<file path="src/sv/source_byte_tokenizer_top_assert.svh">
// Assertion macros shared by the tokenizer RTL.
// No dependencies; included by the modules that carry concurrent checks.
`ifndef SOURCE_BYTE_TOKENIZER_TOP_ASSERT_SVH
`define SOURCE_BYTE_TOKENIZER_TOP_ASSERT_SVH

// Condition holds at every edge out of reset
`define SBT_ASSERT_ALWAYS(lbl, clk, rst_n, cond, msg) \
	lbl: assert property (@(posedge clk) disable iff (!rst_n) (cond)) else $error(msg);

// Consequent holds in the same cycle as the antecedent
`define SBT_ASSERT_IMPLIES(lbl, clk, rst_n, ante, cons, msg) \
	lbl: assert property (@(posedge clk) disable iff (!rst_n) (ante) |-> (cons)) \
		else $error(msg);

// Consequent holds in the cycle after the antecedent
`define SBT_ASSERT_NEXT(lbl, clk, rst_n, ante, cons, msg) \
	lbl: assert property (@(posedge clk) disable iff (!rst_n) (ante) |=> (cons)) \
		else $error(msg);

`endif

</file>
<file path="src/sv/sbt_pkg.sv">
// Shared types and constants for the source byte tokenizer.
// No dependencies; used by sbt_scan, sbt_res_fifo and the top level.
package sbt_pkg;

	// Default content size limit in bytes
	localparam int unsigned MAX_TEXT_BYTES_DEF = 1048576;

	// Result buffer geometry
	localparam int RES_DEPTH = 4;
	localparam int PTR_W     = $clog2(RES_DEPTH);
	localparam int CNT_W     = $clog2(RES_DEPTH + 1);

	// Input beat
	typedef struct packed {
		logic [7:0] text_byte;
		logic       end_of_text;
	} tok_in_t;

	// Result beat
	typedef struct packed {
		logic [19:0] token_offset;
		logic [20:0] token_length;
		logic        run_last;
		logic        position_overflow;
	} tok_out_t;

	// Results produced by one input beat, compacted into ent0 first
	typedef struct packed {
		logic [1:0] n;
		tok_out_t   ent0;
		tok_out_t   ent1;
	} res_push_t;

endpackage

</file>
<file path="src/sv/source_byte_tokenizer_top.sv">
// Top level of the source byte tokenizer.
// Depends on sbt_pkg, sbt_scan and sbt_res_fifo.
//
// Usage:
//   src channel: one text byte per beat (src_data), end_of_text on the final
//     byte of the content. Token boundaries come out on the tok channel as
//     offset/length beats; run_last marks the last token caused by one byte.
//   Each byte yields zero, one or two tokens. Results are registered in the
//   result buffer as the byte is taken and go out on tok behind earlier ones.
//   Throughput: one byte per cycle while the four-entry result buffer has
//   room for two more beats; src_ready drops when it does not, so a byte
//   that yields two tokens every cycle runs at half rate against a sink
//   that takes one beat per cycle.
//   A stalled tok side fills the result buffer and then holds off src; no
//   result is dropped.
//   After the final byte the scanner returns to its reset state, so the next
//   byte starts new content at offset zero.
//   Reset (arst_n low) clears the scanner and empties the result buffer.
//   Positions beyond MAX_TEXT_BYTES-1 saturate and set position_overflow.
module source_byte_tokenizer_top #(
	parameter int unsigned MAX_TEXT_BYTES = sbt_pkg::MAX_TEXT_BYTES_DEF
) (
	input  logic               clk,
	input  logic               arst_n,
	input  logic               src_valid,
	output logic               src_ready,
	input  sbt_pkg::tok_in_t   src_data,
	output logic               tok_valid,
	input  logic               tok_ready,
	output sbt_pkg::tok_out_t  tok_data
);

	sbt_pkg::res_push_t push;
	logic               room;
	logic               accept;

	// Byte taken when the buffer can absorb its results
	assign src_ready = room;
	assign accept    = src_valid && room;

	sbt_scan #(
		.MAX_TEXT_BYTES(MAX_TEXT_BYTES)
	) u_scan (
		.clk   (clk),
		.arst_n(arst_n),
		.accept(accept),
		.item  (src_data),
		.push  (push)
	);

	sbt_res_fifo u_res_fifo (
		.clk      (clk),
		.arst_n   (arst_n),
		.push     (push),
		.room     (room),
		.tok_valid(tok_valid),
		.tok_ready(tok_ready),
		.tok_data (tok_data)
	);

endmodule

</file>
<file path="src/sv/sbt_scan.sv">
// Scanner state and per-byte token decision for the source byte tokenizer.
// Depends on sbt_pkg and source_byte_tokenizer_top_assert.svh.
`include "source_byte_tokenizer_top_assert.svh"

module sbt_scan #(
	parameter int unsigned MAX_TEXT_BYTES = sbt_pkg::MAX_TEXT_BYTES_DEF
) (
	input  logic                clk,
	input  logic                arst_n,
	input  logic                accept,
	input  sbt_pkg::tok_in_t    item,
	output sbt_pkg::res_push_t  push
);

	localparam int POS_W = $clog2(MAX_TEXT_BYTES);
	localparam int LEN_W = $clog2(MAX_TEXT_BYTES + 1);
	localparam logic [POS_W-1:0] POS_LAST = POS_W'(MAX_TEXT_BYTES - 1);
	localparam logic [LEN_W-1:0] LEN_MAX  = LEN_W'(MAX_TEXT_BYTES);

	// Scan modes
	localparam logic [2:0] M_REG   = 3'd0;
	localparam logic [2:0] M_OP    = 3'd1;
	localparam logic [2:0] M_SQ    = 3'd2;
	localparam logic [2:0] M_SQE   = 3'd3;
	localparam logic [2:0] M_DQ    = 3'd4;
	localparam logic [2:0] M_DQE   = 3'd5;
	localparam logic [2:0] M_LINE  = 3'd6;
	localparam logic [2:0] M_BLOCK = 3'd7;

	// Character codes
	localparam logic [7:0] CH_LF     = 8'h0A;
	localparam logic [7:0] CH_CR     = 8'h0D;
	localparam logic [7:0] CH_TAB    = 8'h09;
	localparam logic [7:0] CH_SPACE  = 8'h20;
	localparam logic [7:0] CH_LBRACE = 8'h7B;
	localparam logic [7:0] CH_RBRACE = 8'h7D;
	localparam logic [7:0] CH_LPAREN = 8'h28;
	localparam logic [7:0] CH_RPAREN = 8'h29;
	localparam logic [7:0] CH_EQ     = 8'h3D;
	localparam logic [7:0] CH_COMMA  = 8'h2C;
	localparam logic [7:0] CH_SEMI   = 8'h3B;
	localparam logic [7:0] CH_SQUOTE = 8'h27;
	localparam logic [7:0] CH_DQUOTE = 8'h22;
	localparam logic [7:0] CH_BSLASH = 8'h5C;
	localparam logic [7:0] CH_PLUS   = 8'h2B;
	localparam logic [7:0] CH_MINUS  = 8'h2D;
	localparam logic [7:0] CH_SLASH  = 8'h2F;
	localparam logic [7:0] CH_STAR   = 8'h2A;
	localparam logic [7:0] CH_PIPE   = 8'h7C;
	localparam logic [7:0] CH_AMP    = 8'h26;
	localparam logic [7:0] CH_CARET  = 8'h5E;
	localparam logic [7:0] CH_TILDE  = 8'h7E;

	// Scanner state
	logic [2:0]       mode_q;
	logic [7:0]       prev_q;
	logic [POS_W-1:0] pstart_q;
	logic [LEN_W-1:0] plen_q;
	logic [POS_W-1:0] pos_q;
	logic             ovf_q;
	logic             lim_q;

	logic [7:0]       b;
	logic             is_sep, is_sq, is_dq, is_op, is_eol;
	logic             reg_pre, reg_post;
	logic [2:0]       reg_mode;
	logic             pre, post;
	logic [2:0]       mode_d;
	logic [7:0]       prev_d;
	logic             ov0, ov1, sat, emit0, emit1;
	logic [LEN_W-1:0] base_len, add_len;
	logic [POS_W-1:0] add_start;
	sbt_pkg::tok_out_t res0, res1;

	assign b = item.text_byte;

	// Byte classes
	always_comb begin
		is_sep = 1'b0;
		is_sq  = 1'b0;
		is_dq  = 1'b0;
		is_op  = 1'b0;
		case (b)
			CH_LF, CH_CR, CH_TAB, CH_SPACE, CH_LBRACE, CH_RBRACE,
			CH_LPAREN, CH_RPAREN, CH_EQ, CH_COMMA, CH_SEMI: is_sep = 1'b1;
			CH_SQUOTE: is_sq = 1'b1;
			CH_DQUOTE: is_dq = 1'b1;
			CH_PLUS, CH_MINUS, CH_SLASH, CH_STAR,
			CH_PIPE, CH_AMP, CH_CARET, CH_TILDE: is_op = 1'b1;
			default: ;
		endcase
		is_eol = (b == CH_CR) || (b == CH_LF);
	end

	// Plain code handling of one byte
	always_comb begin
		reg_pre  = is_sep || is_sq || is_dq || is_op;
		reg_post = is_sep;
		if (is_sq) begin
			reg_mode = M_SQ;
		end else if (is_dq) begin
			reg_mode = M_DQ;
		end else if (is_op) begin
			reg_mode = M_OP;
		end else begin
			reg_mode = M_REG;
		end
	end

	// Mode step: every byte joins a token; pre flushes before it, post after it
	always_comb begin
		pre    = 1'b0;
		post   = 1'b0;
		mode_d = mode_q;
		prev_d = b;
		unique case (mode_q)
			M_REG: begin
				pre    = reg_pre;
				post   = reg_post;
				mode_d = reg_mode;
			end
			M_OP: begin
				if (b == CH_EQ || (prev_q == CH_PLUS && b == CH_PLUS) ||
				    (prev_q == CH_MINUS && b == CH_MINUS)) begin
					post   = 1'b1;
					mode_d = M_REG;
				end else if (prev_q == CH_SLASH && b == CH_SLASH) begin
					mode_d = M_LINE;
				end else if (prev_q == CH_SLASH && b == CH_STAR) begin
					// opening star cannot close the comment
					mode_d = M_BLOCK;
					prev_d = 8'h00;
				end else begin
					// operator ends; byte is taken again as plain code
					pre    = 1'b1;
					post   = reg_post;
					mode_d = reg_mode;
				end
			end
			M_SQ: begin
				if (b == CH_BSLASH) begin
					mode_d = M_SQE;
				end else if (b == CH_SQUOTE) begin
					post   = 1'b1;
					mode_d = M_REG;
				end
			end
			M_SQE: mode_d = M_SQ;
			M_DQ: begin
				if (b == CH_BSLASH) begin
					mode_d = M_DQE;
				end else if (b == CH_DQUOTE) begin
					post   = 1'b1;
					mode_d = M_REG;
				end
			end
			M_DQE: mode_d = M_DQ;
			M_LINE: begin
				if (is_eol) begin
					pre    = 1'b1;
					post   = 1'b1;
					mode_d = M_REG;
				end
			end
			M_BLOCK: begin
				if (prev_q == CH_STAR && b == CH_SLASH) begin
					post   = 1'b1;
					mode_d = M_REG;
				end
			end
		endcase
	end

	// Token bookkeeping and result beats
	always_comb begin
		ov0       = ovf_q || lim_q;
		emit0     = pre && (plen_q != '0);
		base_len  = pre ? '0 : plen_q;
		add_start = (base_len == '0) ? pos_q : pstart_q;
		sat       = (base_len == LEN_MAX);
		add_len   = sat ? base_len : base_len + LEN_W'(1);
		ov1       = ov0 || sat;
		emit1     = post || item.end_of_text;

		res0.token_offset      = 20'(pstart_q);
		res0.token_length      = 21'(plen_q);
		res0.run_last          = !emit1;
		res0.position_overflow = ov0;
		res1.token_offset      = 20'(add_start);
		res1.token_length      = 21'(add_len);
		res1.run_last          = 1'b1;
		res1.position_overflow = ov1;

		push.ent0 = emit0 ? res0 : res1;
		push.ent1 = res1;
		if (!accept) begin
			push.n = 2'd0;
		end else begin
			push.n = 2'({1'b0, emit0} + {1'b0, emit1});
		end
	end

	// State update; final byte returns the scanner to reset
	always_ff @(posedge clk or negedge arst_n) begin
		if (!arst_n) begin
			mode_q   <= M_REG;
			prev_q   <= '0;
			pstart_q <= '0;
			plen_q   <= '0;
			pos_q    <= '0;
			ovf_q    <= 1'b0;
			lim_q    <= 1'b0;
		end else if (accept) begin
			if (item.end_of_text) begin
				mode_q   <= M_REG;
				prev_q   <= '0;
				pstart_q <= '0;
				plen_q   <= '0;
				pos_q    <= '0;
				ovf_q    <= 1'b0;
				lim_q    <= 1'b0;
			end else begin
				mode_q   <= mode_d;
				prev_q   <= prev_d;
				pstart_q <= add_start;
				plen_q   <= post ? '0 : add_len;
				pos_q    <= (pos_q == POS_LAST) ? pos_q : pos_q + POS_W'(1);
				ovf_q    <= ov1;
				lim_q    <= lim_q || (pos_q == POS_LAST);
			end
		end
	end

	`SBT_ASSERT_NEXT(a_eot_clears, clk, arst_n, accept && item.end_of_text,
		mode_q == M_REG && pos_q == '0 && plen_q == '0 && !ovf_q && !lim_q,
		"scanner not cleared after final byte")
	`SBT_ASSERT_IMPLIES(a_lim_saturated, clk, arst_n, lim_q, pos_q == POS_LAST,
		"limit flag set but position not saturated")
	`SBT_ASSERT_IMPLIES(a_len_bound, clk, arst_n, plen_q != '0,
		plen_q <= LEN_MAX && mode_q != M_REG || plen_q <= LEN_MAX,
		"pending length beyond content limit")

endmodule

</file>
<file path="src/sv/sbt_res_fifo.sv">
// Result buffer: takes up to two result beats per cycle, hands out one.
// Depends on sbt_pkg and source_byte_tokenizer_top_assert.svh.
`include "source_byte_tokenizer_top_assert.svh"

module sbt_res_fifo (
	input  logic                clk,
	input  logic                arst_n,
	input  sbt_pkg::res_push_t  push,
	output logic                room,
	output logic                tok_valid,
	input  logic                tok_ready,
	output sbt_pkg::tok_out_t   tok_data
);

	sbt_pkg::tok_out_t              mem_q [sbt_pkg::RES_DEPTH];
	logic [sbt_pkg::PTR_W-1:0]      wr_ptr_q, rd_ptr_q, wr_ptr1;
	logic [sbt_pkg::CNT_W-1:0]      cnt_q;
	logic                           pop;

	// Room for a worst-case beat pair
	assign room      = cnt_q <= sbt_pkg::CNT_W'(sbt_pkg::RES_DEPTH - 2);
	assign tok_valid = cnt_q != '0;
	assign tok_data  = mem_q[rd_ptr_q];
	assign pop       = tok_valid && tok_ready;
	assign wr_ptr1   = wr_ptr_q + sbt_pkg::PTR_W'(1);

	// Storage
	always_ff @(posedge clk) begin
		if (push.n != 2'd0) begin
			mem_q[wr_ptr_q] <= push.ent0;
		end
		if (push.n == 2'd2) begin
			mem_q[wr_ptr1] <= push.ent1;
		end
	end

	// Pointers and fill count
	always_ff @(posedge clk or negedge arst_n) begin
		if (!arst_n) begin
			wr_ptr_q <= '0;
			rd_ptr_q <= '0;
			cnt_q    <= '0;
		end else begin
			wr_ptr_q <= wr_ptr_q + sbt_pkg::PTR_W'(push.n);
			if (pop) begin
				rd_ptr_q <= rd_ptr_q + sbt_pkg::PTR_W'(1);
			end
			cnt_q <= cnt_q + sbt_pkg::CNT_W'(push.n) - sbt_pkg::CNT_W'(pop);
		end
	end

	`SBT_ASSERT_ALWAYS(a_cnt_range, clk, arst_n,
		cnt_q <= sbt_pkg::CNT_W'(sbt_pkg::RES_DEPTH), "result buffer overfilled")
	`SBT_ASSERT_IMPLIES(a_push_room, clk, arst_n, push.n != 2'd0, room,
		"results pushed without room")
	`SBT_ASSERT_NEXT(a_tok_hold, clk, arst_n, tok_valid && !tok_ready,
		tok_valid && $stable(tok_data), "result beat changed while stalled")

endmodule

</file>
<file path="config.mk">
export PLATFORM = sky130hd
export DESIGN_NAME = source_byte_tokenizer_top
export DESIGN_NICKNAME = d
export VERILOG_FILES = /design/src/sv/sbt_pkg.sv /design/src/sv/source_byte_tokenizer_top.sv /design/src/sv/sbt_scan.sv /design/src/sv/sbt_res_fifo.sv
export VERILOG_INCLUDE_DIRS = /design/src /design/src/sv
export SDC_FILE = /design/constraint.sdc
export NUM_CORES = 1
export LEC_CHECK = 0
export BUFFER_PORTS_ARGS = -buffer_cell sky130_fd_sc_hd__buf_4
export CAP_MARGIN = 10
export CORE_MARGIN = 4
export CORE_UTILIZATION = 40
export CTS_BUF_LIST = sky130_fd_sc_hd__clkbuf_4
export DETAILED_ROUTE_END_ITERATION = 10
export PLACE_DENSITY = 0.6
export SETUP_SLACK_MARGIN = 0.2
export SYNTH_ARGS = -nofsm -noshare
export SYNTH_HDL_FRONTEND = slang
export SYNTH_SLANG_ARGS = --single-unit
</file>
<file path="constraint.sdc">
create_clock -name clk -period 5.45 [get_ports clk]
set_input_delay 0.8175 -clock clk [delete_from_list [all_inputs] [get_ports clk]]
set_output_delay 0.8175 -clock clk [all_outputs]
set_load 0.005 [all_outputs]
</file>
Yosys cells after proc, flatten, opt, wreduce, memory -nomap -nowiden
Memories as Yosys holds them, arrays and structs flattened.
Index checks and enable logic that the tools add are counted.
W data, S select, Z words.

word-level totals
  output and inout bits = 45
  RAM bits = 172
  memories kept = 1
  bits in latches = 0
  bits in registers = 81
  ROM bits = 0

memory list
  memory            words  bits a word  read ports  clocked after Yosys merged registers in  wr ports  RTL line            text
  u_res_fifo.mem_q  4      43           1           0                                        2         sbt_res_fifo.sv:15  sbt_pkg::tok_out_t mem_q [sbt_pkg::RES_DEPTH];

cells by class
  $lt $le $gt $ge = 1
  divide/modulo/power cells = 0
  bitwise gates (word level) = 0
  $add $sub $neg = 8
  $mul = 0
  mux-type cells = 51
  equality and inequality tests = 41
  shifts and indexed selects = 0
  reduce and logical (&&, ||, !) cells = 28

operators with widths
  operator                 count
  $eq A8 B6 Y1 const B     17
  $mux W21                 4
  $mux W20                 4
  $eq A8 B7 Y1 const B     6
  $mux W43                 1
  $mux W8                  5
  $mux W3                  12
  $eq A8 B4 Y1 const B     3
  $pmux W3 S8              1
  $add A21 B1 Y21 const B  1
  $eq A21 B21 Y1 const B   1
  $logic_not A21 Y1        1
  $mux W1                  21
  $reduce_bool A21 Y1      1
  $add A20 B1 Y20 const B  1
  $eq A20 B20 Y1 const B   1
  $eq A3 B3 Y1 const B     4
  $reduce_or A11 Y1        1
  $logic_or A1 B1 Y1       10
  $logic_and A1 B1 Y1      8
  $ne A4 B2 Y1 const B     2
  $reduce_or A8 Y1         1
  $eq A3 B2 Y1 const B     2
  $ne A3 B2 Y1 const B     2
  other kinds (18)         19

Logic depth before layout (Yosys ltp)
Gate-level depths: netlist (run 1).

  depth in word-level cells = 13
  depth in mapped cells = 21

By module
A second synthesis (run 1) with hierarchy kept.

second synthesis, totals
  cell total of the unflattened synthesis = 1108
  area total of the unflattened synthesis = 14303.7 um2

modules (own cells, without submodules)
  module                     area each (um2)  cells each  instances
  sbt_res_fifo               8779.7           456         1
  sbt_scan                   5517.8           651         1
  source_byte_tokenizer_top  6.3              1           1

Worst setup path before layout (run 1)
OpenSTA, ideal clock, no wires.

  path kind = input port to flip-flop
  start point = input src_data[7] (netlist bit)
  end point = memory u_res_fifo.mem_q[0][22] (netlist bit), data pin
  arrival time = 5.871 ns
  stages on the path = 21
  library setup time = 0.188 ns
  path slack = -0.609 ns
  buffers on the path = 6
  cells stage by stage = buf_6 -> or4b_4 -> or2_1 -> nor4_2 -> nor3_1 -> a211oi_2 -> buf_4 -> buf_4 -> buf_2 -> nor2_1 -> ha_1 -> clkbuf_1 -> nor2_1 -> nor2_1 -> mux2_2 -> nand2_1 -> inv_1 -> clkbuf_1 -> and3_1 -> o21ai_0 -> o41ai_1

RTL lines
  item                RTL line                         text
  start: declaration  source_byte_tokenizer_top.sv:27  input sbt_pkg::tok_in_t src_data,
  end: declaration    sbt_res_fifo.sv:15

==> impl_metrics.py, run 1 <==
metrics = {
    "sta": {
        "fmax_ghz": 0.209,
        "worstMarginPinSlew_ns": 1.23,
        "maxSlewHeadroom_pct": 17.2,
        "fin_crit_sh_pct": 87.8,
        "slew_violations": 0,
        "rsz0062_at_grt": "false",
        "tns_ns": 0,
        "setup_viol": 0,
        "finalClockSkew_ns": 0.0576,
        "hold_viol": 0,
        "finalCriticalPeriod_ns": 4.79,
    },
    "final_layout": {
        "fillers": 3155,
        "syn2layout_area_growth_pct": 12.9,
        "final_area_um2": 15200,
        "layout.nets": 1275,
        "fin_cells": 1749,
        "multi_input_area_um2": 5750,
        "drive_above_1_share_pct": 21.7,
        "final_util_pct": 46.3,
        "seq_area_um2": 7160,
    },
    "yosys": {
        "ys_ff_latch": 253,
        "synth-async-reset-ratio_pct": 32.0,
        "synthAdderAreaFrac_pct": 0.891,
        "synth_edf_count": 168,
        "netlist_instances": 1217,
        "synth_compound_area_share_pct": 19.3,
        "synthMuxAreaShare_pct": 7.49,
        "syn_nets": 1239,
        "ys_seq_area_share_pct": 53.1,
        "ys.flop_type": "edfxtp_1",
        "avgSynthCellArea_um2": 11.1,
        "synthXorXnorAreaFrac_pct": 1.56,
        "synthDistinctLibCells": 77,
        "ys_warn_count": 0,
        "syn-cell-area_um2": 13500,
        "synth_top_family_by_area": "compound AO/OA/AOI/OAI gates",
        "synth-simple-area-share_pct": 12.8,
    },
    "global_route": {
        "gr-usage-all-layers_pct": 20.3,
        "grt_pass1_wl_mm": 58.8,
        "grt_max_degree": 56,
        "antenna_found_initial": 1,
        "gr-total-overflow": 0,
        "grt_pass1_vias": 10500,
    },
    "clock_tree": {
        "root_buffer": "clkbuf_4",
        "worstSkewPairLatency_ns": 0.69,
        "clkTransAtPathRegs_ns": 0.06,
        "cts_tree": "built",
        "cts.sinks": 253,
        "cts_buffers": 69,
        "cts_setup_buffers": 0,
        "h-tree-depth": 3,
        "hold_buffers": 0,
        "cts_resized": 0,
        "cts_max_path_buffers": 3,
    },
    "placement": {
        "dp_cells": 1624,
        "placed_area_um2": 14300,
        "portBuffers": 57,
        "place_congestion": 0.839,
        "dpl.hpwl_mm": 21.3,
    },
    "pwr": {
        "ir_drop_mv": 0.336,
        "p_total_mw": 6.08,
        "power_per_cell_area_nw_per_um2": 400,
        "total_leakage_power_nw": 5.52,
    },
    "die": {
        "core_region_area_um2": 32900,
        "pin_count": 58,
        "start_util_pct": 41.0,
        "row_count": 66,
        "die_x_um": 192,
        "die_h_um": 192,
        "die_area_um2": 36700,
    },
    "hold_path": {
        "hp-class": "in2async",
    },
    "worst_setup_path": {
        "endpoint_kind": "flop",
        "crit_required_ns": 5.97,
        "path_class": "reg2reg",
        "cp_max_fo": 20,
        "worstSetupStartpointType": "flop",
        "worst_ep_arrival_time_ns": 5.30,
    },
    "routing": {
        "drc_errors": 0,
        "wirelength_mm": 37.1,
        "post_drt_wl_per_cell_um": 21.2,
        "ant_nets": 0,
        "drtIter0Drc": 888,
        "viasPerCell": 5.99,
        "via_count": 10500,
        "drtPass1Iterations": 5,
    },
    "outcome": {
        "status": "completed",
    },
    "job": {
        "maxCapViolations": 0,
    },
}
==> flip-flops by register name (all words and copies together) (netlist names) <==
name,cells
u_scan.plen_q,21
u_scan.mode_q,3
u_res_fifo.mem_q,172
u_scan.pos_q,20
u_scan.lim_q,1
u_scan.ovf_q,1
u_scan.prev_q,8
u_res_fifo.wr_ptr_q,2
u_res_fifo.rd_ptr_q,2
u_scan.pstart_q,20
u_res_fifo.cnt_q,3
==> placed cells by master, fill, tap and decap left out, types with 20 or more instances in the layout <==
master    instances
a21oi_1          79
a22o_1           90
a22oi_1          21
a31oi_1          36
and3_1           22
buf_4            92
clkbuf_4        101
dfrtp_1          79
edfxtp_1        168
inv_1            24
mux4_2           43
nand2_1          96
nand3_1          41
nor2_1           65
nor3_1           20
o21ai_0          97
==> cell type report <==
type / instances / share of cell area (%)
Timing Repair Buffer: 93 / 4.67
Antenna cell: 1 / 0.0164
Multi-Input combinational cell: 808 / 37.8
Inverter: 28 / 0.732
Tap cell: 442 / 3.63
Clock inverter: 23 / 1.18
Sequential cell: 253 / 47.0
Clock buffer: 101 / 4.98
==> critical path, cell delays in order (launching register included) <==
cell and delay [ns]:
dfrtp_1 0.40, nor4bb_1 0.30, nand4_1 0.13, a2111oi_0 0.77, nor3_2 0.20, a211oi_4 0.27
nor2_1 0.08, ha_1 0.51, o21ai_0 0.18, or3_1 0.44, nor2b_1 0.21, inv_4 0.05
and3_1 0.82, a22o_1 0.26
==> per-layer routing <==
layer	up-vias	global-route usage [%]	routed length (um)
li1	4797	-	-
met1	5165	27.6	16300
met2	445	33.2	17500
met3	64	3.69	2600
met4	0	6.57	701
met5	-	0	0
==> cell usage after synthesis, types with 4 or more instances <==
library cell / count / area share, %
a21o_1: 5 / 0.28
a32o_1: 6 / 0.45
a22o_1: 90 / 5.8
clkbuf_1: 87 / 2.4
dfrtp_1: 81 / 15
and4_1: 5 / 0.32
buf_1: 9 / 0.25
nor2_2: 4 / 0.19
and2_1: 12 / 0.56
and3_1: 23 / 1.1
a31oi_1: 37 / 1.7
a21oi_1: 81 / 3.0
ha_1: 8 / 0.74
o41ai_1: 5 / 0.32
xor2_1: 8 / 0.52
nand3b_1: 8 / 0.45
nand3_1: 41 / 1.5
mux4_2: 43 / 7.2
nor3_1: 23 / 0.85
o21ai_0: 98 / 3.6
buf_6: 4 / 0.33
a2111oi_0: 4 / 0.26
buf_2: 25 / 0.93
inv_1: 27 / 0.75
or3_1: 10 / 0.46
dfxtp_1: 4 / 0.59
nand2_1: 98 / 2.7
nand4_1: 11 / 0.51
a311oi_1: 4 / 0.26
xnor2_1: 16 / 1.0
a22oi_1: 21 / 1.2
nor2_1: 67 / 1.9
nor4_1: 15 / 0.70
edfxtp_1: 168 / 37
==> through the flow <==
step | setup slack, ns | hold WS, ns
2_1_floorplan | 0.176 | 0.431
3_3_place_gp | 0.329 | 0.450
3_5_place_dp | 0.263 | 0.454
4_1_cts | 0.694 | 0.0447
5_1_grt | 0.323 | 0.0710
6_report | 0.664 | 0.0770
==> cell families (layout without fill, tap and decap cells) <==
logic type	count (synthesis)	after routing
buf+inv	156	245
compound gates	386	386
xor+xnor	24	24
simple gates	342	342
mux	47	47
fa+ha+maj	9	9
flops	253	253
other cells	0	1
==> final timing paths <==
path	from	to	slack, ns	depth (start not counted)
max	u_scan.prev_q[1]	u_res_fifo.mem_q[1][25]	0.66	13
min	arst_n	u_scan.pstart_q[13]	0.08	1
max reg2reg	u_scan.prev_q[1]	u_res_fifo.mem_q[1][25]	0.66	13
min reg2reg	u_res_fifo.mem_q[1][1]	u_res_fifo.mem_q[1][1]	0.48	1
max in group asynchronous	arst_n	u_scan.plen_q[1]	4.24	2
min in group clk	src_data[2]	u_scan.prev_q[1]	0.46	2
==> report_power, final <==
group / switching (mW) / total, mW / internal [mW]
combinational: 0.934 / 1.72 / 0.782
sequential: 0.304 / 2.55 / 2.25
clock: 0.813 / 1.81 / 0.999
Note: power is estimated with default switching activity, not from simulation.
==> inputs of run 2 (changes only) <==
CORE_MARGIN = 5   (was 4)
==> run 2 against run 1 <==
Compared with the run above:
- via count up 0.59%
- critical path depth unchanged
- cell count up 0.51%
- combinational power about the same
- highest routed layer unchanged
==> impl_metrics.py, run 2 (synthesis results as in run 1) <==
metrics = {
    "outcome": {
        "status": "completed",
    },
    "routing": {
        "viasPerCell": 5.99,
        "drtPass1Iterations": 6,
        "ant_nets": 0,
        "wirelength_mm": 37.4,
        "via_count": 10500,
        "drtIter0Drc": 938,
        "drc_errors": 0,
        "post_drt_wl_per_cell_um": 21.3,
    },
    "pwr": {
        "ir_drop_mv": 0.223,
        "cell_internal_pwr_mw": 4.10,
        "power_frac_seq_pct": 41.6,
        "power_per_cell_area_nw_per_um2": 401,
        "p_sw_share_pct": 33.1,
        "p_comb_share_pct": 28.2,
        "power.switching_mw": 2.03,
        "total_leakage_power_nw": 5.56,
        "p_clk_share_pct": 30.2,
    },
    "global_route": {
        "grt_max_degree": 53,
        "gr-usage-all-layers_pct": 19.7,
        "antenna_found_initial": 1,
        "grt_pass1_vias": 10600,
        "gr-total-overflow": 0,
        "grt_pass1_wl_mm": 59.1,
    },
    "die": {
        "die_x_um": 194,
        "core_region_area_um2": 33400,
        "start_util_pct": 40.4,
        "die_h_um": 194,
        "pin_count": 58,
        "row_count": 67,
        "die_area_um2": 37500,
    },
    "sta": {
        "worstMarginPinSlew_ns": 1.22,
        "worst_slack_ns": 0.653,
        "tns_ns": 0,
        "fin_crit_sh_pct": 88.0,
        "rsz0062_at_grt": "false",
        "setup_viol": 0,
        "finalCriticalPeriod_ns": 4.80,
        "fmax_ghz": 0.208,
        "slew_violations": 0,
        "hold_viol": 0,
        "finalClockSkew_ns": 0.0378,
        "maxSlewHeadroom_pct": 18.9,
    },
    "worst_setup_path": {
        "endpoint_kind": "flop",
        "cp_max_fo": 20,
        "path_cells": "nor4bb_1 > nand4_1 > a2111oi_0 > nor3_2 > a211oi_4 > nor2_1 > ha_1 > o21ai_0 > or3_1 > nor2b_1 > inv_4 > and3_1 > a22o_1",
        "worst_ep_arrival_time_ns": 5.34,
        "slowest_stage": "and3_1",
        "crit_buf_inv": 1,
        "cpPeakStageDelay_ns": 0.87,
        "crit_required_ns": 5.99,
        "cp_top_family": "simple AND/OR/NAND/NOR gates",
        "path_class": "reg2reg",
        "worstSetupStartpointType": "flop",
    },
    "final_layout": {
        "seq_area_um2": 7160,
        "final_cell_mix": "edfxtp_1 (168), clkbuf_4 (119), o21ai_0 (97)",
        "fillers": 3191,
        "largest_reg_flops": 172,
        "final_common_cell": "edfxtp_1",
        "drive_above_1_share_pct": 22.5,
        "multi_input_area_um2": 5750,
        "layout.nets": 1276,
        "top_register": "u_res_fifo.mem_q",
        "syn2layout_area_growth_pct": 13.4,
        "top_regs": "u_res_fifo.mem_q: 172 flops, u_scan.plen_q: 21 flops",
    },
    "placement": {
        "portBuffers": 57,
        "place_congestion": 0.814,
        "dpl.hpwl_mm": 21.7,
        "pre_cts_ws_ns": 0.168,
    },
    "hold_path": {
        "hp-class": "in2async",
    },
    "clock_tree": {
        "cts_resized": 0,
        "hold_buffers": 0,
        "cts_max_path_buffers": 3,
        "h-tree-depth": 3,
        "cts_buffers": 69,
        "cts_setup_buffers": 0,
        "cts_tree": "built",
        "clkTransAtPathRegs_ns": 0.06,
        "cts.sinks": 253,
        "worstSkewPairLatency_ns": 0.70,
        "root_buffer": "clkbuf_4",
    },
    "job": {
        "maxCapViolations": 0,
    },
}
run 2: layer usage:
metal | GRT usage [%] | part of all wire [%] | wire [um]
met5 | 0 | 0 | 0
met1 | 27.1 | 44 | 16400
met3 | 4.42 | 7.8 | 2930
met2 | 30.5 | 46 | 17100
met4 | 7.76 | 2.5 | 944
run 2: metrics by stage:
stage	cell area [um2]	instances	hold WS [ns]	utilization, %	power (mW)
floorplan	13600	1217	0.431	-	3.57
global placement	14300	1631	0.454	42.9	4.30
detailed placement	14300	1631	0.453	42.9	4.33
CTS	15300	1757	0.0428	45.8	6.21
global route	15300	1758	0.0775	45.8	6.48
finish	15300	1758	0.0807	45.8	6.13
run 2: area by class of cell:
| type | instances | area share [%] |
|---|---|---|
| sequential | 253 | 46.8 |
| multi-input combinational | 808 | 37.6 |
| clock buffer | 119 | 5.85 |
| timing repair buffer | 94 | 4.78 |
| tap | 448 | 3.67 |
| inverter | 28 | 0.729 |
| clock inverter | 7 | 0.516 |
| antenna | 1 | 0.0164 |
run 2: worst paths after layout:
path	from	endpoint	slack, ns	cells past startpoint
max	u_scan.prev_q[1]	u_res_fifo.mem_q[1][27]	0.65	13
min	arst_n	u_scan.pos_q[14]	0.08	1
max reg2reg	u_scan.prev_q[1]	u_res_fifo.mem_q[1][27]	0.65	13
min reg2reg	u_scan.prev_q[6]	u_scan.prev_q[6]	0.47	2
max in group asynchronous	arst_n	u_res_fifo.rd_ptr_q[0]	4.22	2
min in group clk	src_data[2]	u_scan.prev_q[1]	0.41	2
run 2: power by group through the flow:
stage	Combinational, mW	Sequential [mW]	Clock (mW)
floorplan	1.21	2.36	0
global placement	1.72	2.59	0
detailed placement	1.74	2.59	0
CTS	1.74	2.55	1.91
global route	1.87	2.60	2.01
finish	1.73	2.55	1.86
run 2: worst reg2reg max path, stage by stage, from the launching register on:
cell,delay [ns]
dfrtp_1,0.39
nor4bb_1,0.27
nand4_1,0.12
a2111oi_0,0.79
nor3_2,0.21
a211oi_4,0.28
nor2_1,0.08
ha_1,0.51
o21ai_0,0.18
or3_1,0.43
nor2b_1,0.21
inv_4,0.05
and3_1,0.87
a22o_1,0.26
